===== src/sv/abgn_pkg.sv =====
// shared types, codes and helper functions of the bar graph node
package abgn_pkg;

    // request kinds carried in s_tuser
    localparam logic REQ_CHAR = 1'b0;
    localparam logic REQ_TICK = 1'b1;

    // ascii codes used by the packet parser
    localparam logic [7:0] CHAR_HASH     = 8'h23;
    localparam logic [7:0] CHAR_AT       = 8'd64;
    localparam logic [7:0] CHAR_LBRACKET = 8'd91;
    localparam logic [7:0] CHAR_SLASH    = 8'd47;
    localparam logic [7:0] CHAR_COLON    = 8'd58;
    localparam logic [7:0] CHAR_ZERO     = 8'd48;

    localparam logic [9:0] ACC_MAX   = 10'd1023;
    localparam logic [9:0] SHOW_MAX  = 10'd100;
    localparam int         LED_COUNT = 10;

    // register reset values
    localparam logic [7:0] OWN_ADDRESS_RST = 8'd65;
    localparam logic [7:0] PWM_PERIOD_RST  = 8'd200;
    localparam logic [6:0] VALUE_LIMIT_RST = 7'd100;
    localparam logic [6:0] OVER_LIMIT_RST  = 7'd90;

    typedef enum logic [1:0] {
        REG_OWN_ADDRESS = 2'd0,
        REG_PWM_PERIOD  = 2'd1,
        REG_VALUE_LIMIT = 2'd2,
        REG_OVER_LIMIT  = 2'd3
    } cfg_index_t;

    typedef struct packed {
        logic [7:0] own_address;
        logic [7:0] pwm_period;
        logic [6:0] value_limit;
        logic [6:0] over_limit_value;
    } cfg_t;

    // next-state view handed from the parser to the output stage
    typedef struct packed {
        logic [6:0] display_value;
        logic       partial_lit;
        logic       selected;
    } node_view_t;

    typedef struct packed {
        logic [3:0] full;
        logic [3:0] rem;
    } digits_t;

    // tens and units of a 7 bit value by threshold compares
    function automatic digits_t digits_of(input logic [6:0] value);
        digits_t    d;
        logic [6:0] full7;
        logic [6:0] tens;
        logic [6:0] rem7;
        d.full = 4'd0;
        for (int i = 1; i <= 12; i++) begin
            if (value >= 7'(i * 10)) begin
                d.full = 4'(i);
            end
        end
        full7  = {3'b000, d.full};
        tens   = (full7 << 3) + (full7 << 1);
        rem7   = value - tens;
        d.rem  = rem7[3:0];
        return d;
    endfunction

    // pwm duty for the dimmed led: rem^2*2+1
    function automatic logic [7:0] duty_of(input logic [6:0] value);
        digits_t    d;
        logic [7:0] duty;
        d = digits_of(value);
        case (d.rem)
            4'd0:    duty = 8'd1;
            4'd1:    duty = 8'd3;
            4'd2:    duty = 8'd9;
            4'd3:    duty = 8'd19;
            4'd4:    duty = 8'd33;
            4'd5:    duty = 8'd51;
            4'd6:    duty = 8'd73;
            4'd7:    duty = 8'd99;
            4'd8:    duty = 8'd129;
            4'd9:    duty = 8'd163;
            default: duty = 8'd1;
        endcase
        return duty;
    endfunction

endpackage


===== src/sv/abgn_cfg_regs.sv =====
// configuration register file of the bar graph node
module abgn_cfg_regs
    import abgn_pkg::*;
(
    input  logic       aclk,
    input  logic       aresetn,
    input  logic       cfg_wr_en,
    input  logic [1:0] cfg_index,
    input  logic [7:0] cfg_data,
    output cfg_t       cfg
);

    cfg_t cfg_reg;
    cfg_t cfg_next;

    always_comb begin
        cfg_next = cfg_reg;
        if (cfg_wr_en) begin
            case (cfg_index_t'(cfg_index))
                REG_OWN_ADDRESS: cfg_next.own_address      = cfg_data;
                REG_PWM_PERIOD:  cfg_next.pwm_period       = cfg_data;
                REG_VALUE_LIMIT: cfg_next.value_limit      = cfg_data[6:0];
                REG_OVER_LIMIT:  cfg_next.over_limit_value = cfg_data[6:0];
                default:         cfg_next = cfg_reg;
            endcase
        end
    end

    always_ff @(posedge aclk) begin
        if (!aresetn) begin
            cfg_reg.own_address      <= OWN_ADDRESS_RST;
            cfg_reg.pwm_period       <= PWM_PERIOD_RST;
            cfg_reg.value_limit      <= VALUE_LIMIT_RST;
            cfg_reg.over_limit_value <= OVER_LIMIT_RST;
        end else begin
            cfg_reg <= cfg_next;
        end
    end

    assign cfg = cfg_reg;

endmodule


===== src/sv/abgn_state.sv =====
// packet parser, value latch and pwm counter state
module abgn_state
    import abgn_pkg::*;
(
    input  logic       aclk,
    input  logic       aresetn,
    input  logic       update,
    input  logic       req_type,
    input  logic [7:0] char_code,
    input  cfg_t       cfg,
    output node_view_t view_next
);

    logic       addressed_reg, addressed_next;
    logic [9:0] acc_reg, acc_next;
    logic [6:0] display_reg, display_next;
    logic [7:0] pwm_count_reg, pwm_count_next;
    logic       partial_reg, partial_next;

    logic        is_own, is_hash, is_cap, is_digit;
    logic        do_settle, take_acc;
    logic [9:0]  settle_val;
    logic [9:0]  acc_base;
    logic [13:0] acc_prod;
    logic [7:0]  cnt_inc;
    logic [7:0]  digit_off;

    always_comb begin
        addressed_next = addressed_reg;
        acc_next       = acc_reg;
        display_next   = display_reg;
        pwm_count_next = pwm_count_reg;
        partial_next   = partial_reg;

        is_own    = (char_code == cfg.own_address);
        is_hash   = (char_code == CHAR_HASH);
        is_cap    = (char_code > CHAR_AT) && (char_code < CHAR_LBRACKET);
        is_digit  = (char_code > CHAR_SLASH) && (char_code < CHAR_COLON);
        digit_off = char_code - CHAR_ZERO;
        do_settle = 1'b0;
        take_acc  = 1'b0;
        cnt_inc   = pwm_count_reg + 8'd1;

        // value picked on select or deselect, with limit and display clamp
        settle_val = 10'd0;
        acc_base   = 10'd0;
        acc_prod   = 14'd0;

        if (req_type == REQ_TICK) begin
            if (cnt_inc == duty_of(display_reg)) begin
                partial_next = 1'b0;
            end
            if (cnt_inc == cfg.pwm_period) begin
                partial_next   = 1'b1;
                pwm_count_next = 8'd0;
            end else begin
                pwm_count_next = cnt_inc;
            end
        end else begin
            // own address wins over the deselect set
            if (is_own) begin
                addressed_next = 1'b1;
                do_settle      = 1'b1;
                take_acc       = (acc_reg != 10'd0);
            end else if (is_hash || is_cap) begin
                addressed_next = 1'b0;
                do_settle      = 1'b1;
                take_acc       = (acc_reg != 10'd0) && is_hash;
            end

            settle_val = take_acc ? acc_reg : {3'b000, display_reg};
            if (settle_val > {3'b000, cfg.value_limit}) begin
                settle_val = {3'b000, cfg.over_limit_value};
            end
            if (settle_val > SHOW_MAX) begin
                settle_val = SHOW_MAX;
            end
            if (do_settle) begin
                display_next = settle_val[6:0];
            end

            acc_base = do_settle ? 10'd0 : acc_reg;
            acc_next = acc_base;
            if (addressed_next && is_digit) begin
                acc_prod = ({4'b0000, acc_base} << 3) + ({4'b0000, acc_base} << 1)
                         + {10'd0, digit_off[3:0]};
                acc_next = (acc_prod > {4'b0000, ACC_MAX}) ? ACC_MAX : acc_prod[9:0];
            end

            partial_next = 1'b0;
        end
    end

    always_ff @(posedge aclk) begin
        if (!aresetn) begin
            addressed_reg <= 1'b0;
            acc_reg       <= 10'd0;
            display_reg   <= 7'd1;
            pwm_count_reg <= 8'd0;
            partial_reg   <= 1'b0;
        end else if (update) begin
            addressed_reg <= addressed_next;
            acc_reg       <= acc_next;
            display_reg   <= display_next;
            pwm_count_reg <= pwm_count_next;
            partial_reg   <= partial_next;
        end
    end

    assign view_next.display_value = display_next;
    assign view_next.partial_lit   = partial_next;
    assign view_next.selected      = addressed_next;

endmodule


===== src/sv/abgn_out_reg.sv =====
// bar pattern encoder and result register
module abgn_out_reg
    import abgn_pkg::*;
(
    input  logic        aclk,
    input  logic        aresetn,
    input  logic        load,
    input  node_view_t  view,
    input  logic        m_tready,
    output logic        m_tvalid,
    output logic [23:0] m_tdata
);

    logic        valid_reg, valid_next;
    logic [23:0] data_reg;
    logic [9:0]  pattern;
    digits_t     d;
    logic [3:0]  full;

    always_comb begin
        d    = digits_of(view.display_value);
        full = (d.full > 4'(LED_COUNT)) ? 4'(LED_COUNT) : d.full;
        for (int i = 0; i < LED_COUNT; i++) begin
            pattern[i] = (4'(i) < full) || ((4'(i) == full) && view.partial_lit);
        end
    end

    always_comb begin
        valid_next = valid_reg;
        if (load) begin
            valid_next = 1'b1;
        end else if (m_tready) begin
            valid_next = 1'b0;
        end
    end

    always_ff @(posedge aclk) begin
        if (!aresetn) begin
            valid_reg <= 1'b0;
        end else begin
            valid_reg <= valid_next;
        end
    end

    always_ff @(posedge aclk) begin
        if (load) begin
            data_reg <= {6'd0, view.selected, view.display_value, pattern};
        end
    end

    assign m_tvalid = valid_reg;
    assign m_tdata  = data_reg;

endmodule


===== src/sv/addressed_bar_graph_node.sv =====
// top level of the addressed bar graph node
//
// usage
//   s_ channel: one request per beat, s_tuser selects a received character (0) or a
//   pwm timer tick (1), s_tdata[7:0] carries the character code
//   m_ channel: one result per request, m_tdata holds led_pattern, shown_value and
//   selected as seen right after that request took effect
//   cfg port: write enable, 2 bit register index, 8 bit data; written while idle
// path: an accepted request sits in the input register, its result is loaded into the
//   output register once that register is free, and is offered from then on
// throughput: one request per cycle while the result channel is not stalled; all parsing,
//   latching and pwm work is one shallow combinational pass from input to result register
// reset: synchronous, active low; node deselected, value 1 shown, pwm counter and
//   dimmed led cleared, registers back to their reset values, both channels empty
// stall: while m_tready is low the result waits in the output register, the input
//   register still takes one more request, then s_tready drops until the result moves
module addressed_bar_graph_node
    import abgn_pkg::*;
(
    input  logic        aclk,
    input  logic        aresetn,
    // request channel
    input  logic        s_tvalid,
    output logic        s_tready,
    input  logic [7:0]  s_tdata,   // [7:0] char_code
    input  logic        s_tuser,   // [0] req_type
    // result channel
    output logic        m_tvalid,
    input  logic        m_tready,
    output logic [23:0] m_tdata,   // [9:0] led_pattern, [16:10] shown_value, [17] selected
    // configuration write port
    input  logic        cfg_wr_en,
    input  logic [1:0]  cfg_index,
    input  logic [7:0]  cfg_data
);

    cfg_t       cfg;
    node_view_t view_next;

    logic       in_valid_reg, in_valid_next;
    logic       in_type_reg;
    logic [7:0] in_char_reg;
    logic       out_free;
    logic       advance;
    logic       s_accept;

    // output register can take a result when empty or being drained
    assign out_free = !m_tvalid || m_tready;
    assign advance  = in_valid_reg && out_free;
    assign s_tready = !in_valid_reg || out_free;
    assign s_accept = s_tvalid && s_tready;

    always_comb begin
        in_valid_next = in_valid_reg;
        if (s_accept) begin
            in_valid_next = 1'b1;
        end else if (advance) begin
            in_valid_next = 1'b0;
        end
    end

    always_ff @(posedge aclk) begin
        if (!aresetn) begin
            in_valid_reg <= 1'b0;
        end else begin
            in_valid_reg <= in_valid_next;
        end
    end

    // request payload, held while the output side stalls
    always_ff @(posedge aclk) begin
        if (s_accept) begin
            in_type_reg <= s_tuser;
            in_char_reg <= s_tdata;
        end
    end

    abgn_cfg_regs u_cfg (
        .aclk      (aclk),
        .aresetn   (aresetn),
        .cfg_wr_en (cfg_wr_en),
        .cfg_index (cfg_index),
        .cfg_data  (cfg_data),
        .cfg       (cfg)
    );

    // parser state moves only when its result can be stored
    abgn_state u_state (
        .aclk      (aclk),
        .aresetn   (aresetn),
        .update    (advance),
        .req_type  (in_type_reg),
        .char_code (in_char_reg),
        .cfg       (cfg),
        .view_next (view_next)
    );

    abgn_out_reg u_out (
        .aclk     (aclk),
        .aresetn  (aresetn),
        .load     (advance),
        .view     (view_next),
        .m_tready (m_tready),
        .m_tvalid (m_tvalid),
        .m_tdata  (m_tdata)
    );

endmodule


===== config.mk =====
export PLATFORM = sky130hd
export DESIGN_NAME = addressed_bar_graph_node
export DESIGN_NICKNAME = d
export VERILOG_FILES = /design/src/sv/abgn_pkg.sv /design/src/sv/abgn_cfg_regs.sv /design/src/sv/abgn_state.sv /design/src/sv/abgn_out_reg.sv /design/src/sv/addressed_bar_graph_node.sv
export SDC_FILE = /design/constraint.sdc
export NUM_CORES = 1
export LEC_CHECK = 0
export BUFFER_PORTS_ARGS = -buffer_cell sky130_fd_sc_hd__buf_2
export CAP_MARGIN = 20
export CELL_PAD_IN_SITES_DETAIL_PLACEMENT = 1
export CELL_PAD_IN_SITES_GLOBAL_PLACEMENT = 1
export CORE_ASPECT_RATIO = 0.6
export CORE_MARGIN = 4
export CORE_UTILIZATION = 50
export CTS_CLUSTER_DIAMETER = 120
export CTS_CLUSTER_SIZE = 10
export DETAILED_ROUTE_END_ITERATION = 8
export PLACE_DENSITY = 0.84
export SYNTH_ARGS = -nofsm -noshare
export SYNTH_HDL_FRONTEND = slang
export SYNTH_SLANG_ARGS = --single-unit

===== constraint.sdc =====
create_clock -name aclk -period 7.2 [get_ports aclk]
set_input_delay 0.72 -clock aclk [delete_from_list [all_inputs] [get_ports aclk]]
set_output_delay 0.72 -clock aclk [all_outputs]
set_load 0.005 [all_outputs]

==> flow_summary.json <==
{
  "status": "finished clean",
  "portBuffers": 43,
  "grt_usage": 0.262,
  "dp.cells": 865,
  "r2r_cells": 19,
  "synth_cell_type_count": 84,
  "rsz0062_at_grt": "false",
  "skew_ps": 8.03,
  "numCtsBuffers": 9,
  "place.gp.congestion": 0.863,
  "synthCells": 686,
  "r2r_end": "u_out.m_tdata[0]$_DFFE_PP_",
  "cts_hold_buf": 0,
  "initial_core_util": 0.516,
  "wl_per_cell_um": 19.6,
  "max_cap_violations": 0,
  "largest_reg_flops": 30,
  "r2r-start": "in_char_reg[3]$_DFFE_PP_",
  "maxSlewHeadroom": 0.333,
  "firstDrtPassIters": 4,
  "p_sw_mw": 0.345,
  "core_area_mm2": 0.0114,
  "hold_path_end": "u_cfg.cfg[10]$_SDFFE_PN0P_",
  "path_max_fanout": 11,
  "dieHeight_um": 91.9,
  "grt_pass1_wl_mm": 28.6,
  "pwr-share-comb": 0.147,
  "path_clk_slew_ps": 70,
  "layout-drive-gt1-share": 0.143,
  "fin_nets": 775,
  "clkPwrFrac": 0.409,
  "dpl.hpwl_mm": 12.8,
  "vdd_drop_max_v": 0.000118,
  "min_from": "u_cfg.cfg[10]$_SDFFE_PN0P_",
  "cts-resized-gates": 0,
  "synth_ff_type": "dfxtp_1",
  "htreeDepth": 3,
  "filler_cell_count": 1380,
  "design.die.area_mm2": 0.0136,
  "fmax_mhz": 169,
  "finalCritPeriodShare": 0.824,
  "diodes": 0,
  "drcViolationCount": 0,
  "internal_power_mw": 0.867,
  "cp-start-kind": "register",
  "crit_chain": "nor2_1, nand3_1, or3_1, a21o_4, mux2_4, ha_1, nand4_1, o21bai_1, a21boi_0, o22ai_1, nand2_1, a21boi_0, o21a_1, clkinv_1, nor2_1, a311oi_1, a31oi_1, and4bb_1, nand2_1",
  "clk-insertion-delay-late_ps": 350,
  "fin_cells": 882,
  "grt_max_degree": 60,
  "vias_per_cell": 5.99,
  "cp.arrival_ps": 6020,
  "vias": 5279,
  "die_w_um": 148,
  "regArea_mm2": 0.00199,
  "drt-total-wl_mm": 17.3,
  "yosys_warnings": 0,
  "finalSetupViolCount": 0,
  "post-cts-setup-buffers": 0,
  "end_kind": "register",
  "p_seq_frac": 0.444,
  "whs_path_depth": 2,
  "path_class": "register to register",
  "multi_input_area_mm2": 0.00360,
  "clockBufferDepth": 2,
  "powerDensity_mw_per_mm2": 187,
  "cts_tree": "done",
  "yosysSeqAreaShare": 0.339,
  "syn_avg_cell_area_um2": 8.56,
  "min_period_ps": 5930,
  "synth_async_sr_flop_share": 0,
  "synth_edf_count": 27,
  "ff2ff_setup_slack_ps": 1270,
  "finalMaxSlewViolations": 0,
  "grt_pass1_vias": 5435,
  "switching_share": 0.284,
  "tightest_slew_ps": 1000,
  "antenna_found_initial": 0,
  "yosys_register_bits": 86,
  "hold_viol_final": 0,
  "synth_area_mm2": 0.00587,
  "ant_nets": 0,
  "ios": 50,
  "area_growth_pct": 10.2,
  "cts_root_buf": "clkbuf_16",
  "crit_required_ps": 7280,
  "hp-class": "register to register",
  "setup_tns_ps": 0,
  "row_count": 30,
  "overflow": 0,
  "worst_path_max_delay_cell": "edfxtp_1",
  "drt_iter0_markers": 387,
  "p_leak_nw": 2.57,
  "cts.sink_count": 86,
  "crit_path_max_incr_delay_ps": 520
}
-- cell usage in the layout (no fill, tap or decap), types with 10 or more instances in the layout --
| master | n |
|---|---|
| a21boi_0 | 34 |
| a21oi_1 | 27 |
| and2_1 | 18 |
| buf_2 | 43 |
| clkbuf_16 | 11 |
| dfxtp_1 | 59 |
| edfxtp_1 | 27 |
| ha_1 | 32 |
| inv_1 | 24 |
| mux2i_1 | 10 |
| nand2_1 | 101 |
| nand3_1 | 30 |
| nor2_1 | 42 |
| nor2b_1 | 17 |
| nor3_1 | 14 |
| o211ai_1 | 11 |
| o21ai_0 | 42 |
| xnor2_1 | 16 |
| xor2_1 | 19 |
-- cell families (layout without fill, tap and decap cells) --
group                    Yosys count  in the layout  synth area share
AO/OA/AOI/OAI                    186            186             0.233
XOR/XNOR                          36             36            0.0550
adder cells (fa/ha/maj)           34             34            0.0750
buffers and inverters             61             92            0.0507
flip-flops                        86             86             0.339
multiplexers                      12             12            0.0215
other                              1              6          0.000639
AND/OR/NAND/NOR                  270            270             0.225
-- power groups by stage --
stage	combinational [mW]	clock [mW]	sequential [mW]
finish	0.179	0.496	0.538
global route	0.197	0.523	0.540
CTS	0.177	0.500	0.537
detailed placement	0.174	0	0.548
global placement	0.164	0	0.547
floorplan	0.130	0	0.540
-- worst max-delay path by stage --
| stage | startpoint | to | cells after the start |
|---|---|---|---|
| CTS | in_char_reg[3]$_DFFE_PP_ | u_out.m_tdata[0]$_DFFE_PP_ | 19 |
| global placement | in_char_reg[3]$_DFFE_PP_ | u_out.m_tdata[0]$_DFFE_PP_ | 19 |
| detailed placement | in_char_reg[3]$_DFFE_PP_ | u_out.m_tdata[0]$_DFFE_PP_ | 19 |
| finish | in_char_reg[3]$_DFFE_PP_ | u_out.m_tdata[0]$_DFFE_PP_ | 19 |
| global route | in_char_reg[3]$_DFFE_PP_ | u_out.m_tdata[0]$_DFFE_PP_ | 19 |
| floorplan | in_char_reg[2]$_DFFE_PP_ | u_state.acc_reg[4]$_SDFFE_PN0P_ | 22 |
-- worst max-delay path: cells and delay by family (launching register included) --
family                     cells  cell delay [ps]
AOI/OAI and AO/OA              8             2260
buffers and inverters          1              320
muxes                          1              350
and+or+nand+nor                8             1880
adders and majority gates      1              330
DFF                            1              520
-- through the flow --
stage                     setup slack (ps)  area, µm²  hold slack (ps)   util  power [mW]
after floorplan                       2570       5890              443      -       0.670
after global placement                1580       6150              457  0.540       0.711
after global routing                   883       6470              519  0.569        1.26
final                                 1270       6470              487  0.569        1.21
after CTS                             1360       6460              483  0.568        1.21
after detailed placement              1480       6150              474  0.540       0.722
-- synthesized netlist by cell type, types with 4 or more instances --
master	count	area share
nand2_1	101	0.065
dfxtp_1	59	0.20
nor2_1	42	0.027
o21ai_0	42	0.036
a21boi_0	34	0.043
ha_1	32	0.068
nand3_1	30	0.026
a21oi_1	27	0.023
edfxtp_1	27	0.14
inv_1	24	0.015
clkbuf_1	19	0.012
xor2_1	19	0.028
and2_1	18	0.019
nor2b_1	17	0.018
xnor2_1	16	0.024
nor3_1	14	0.012
o211ai_1	11	0.014
mux2i_1	10	0.017
buf_4	8	0.010
and3_1	7	0.0075
nand2b_1	7	0.0075
a31oi_1	6	0.0064
nand4_1	6	0.0064
nor3b_1	6	0.0077
a21o_1	4	0.0051
buf_6	4	0.0077
o21a_1	4	0.0051
o21ai_1	4	0.0034
o22ai_1	4	0.0043
-- layout make-up --
class / instances / share of cell area
inverter: 28 / 0.0170
clock buffer: 12 / 0.0432
multi-input combinational: 544 / 0.557
tap: 160 / 0.0310
clock inverter: 4 / 0.00522
timing repair buffer: 48 / 0.0391
sequential: 86 / 0.308
-- routing by layer --
metal,share of wire,global-route usage,up-vias
met5,0,0,-
met3,0.047,0.0430,16
li1,-,-,2506
met1,0.50,0.386,2628
met4,0.012,0.0623,0
met2,0.44,0.403,129
Note: power is estimated with default switching activity, not from simulation.
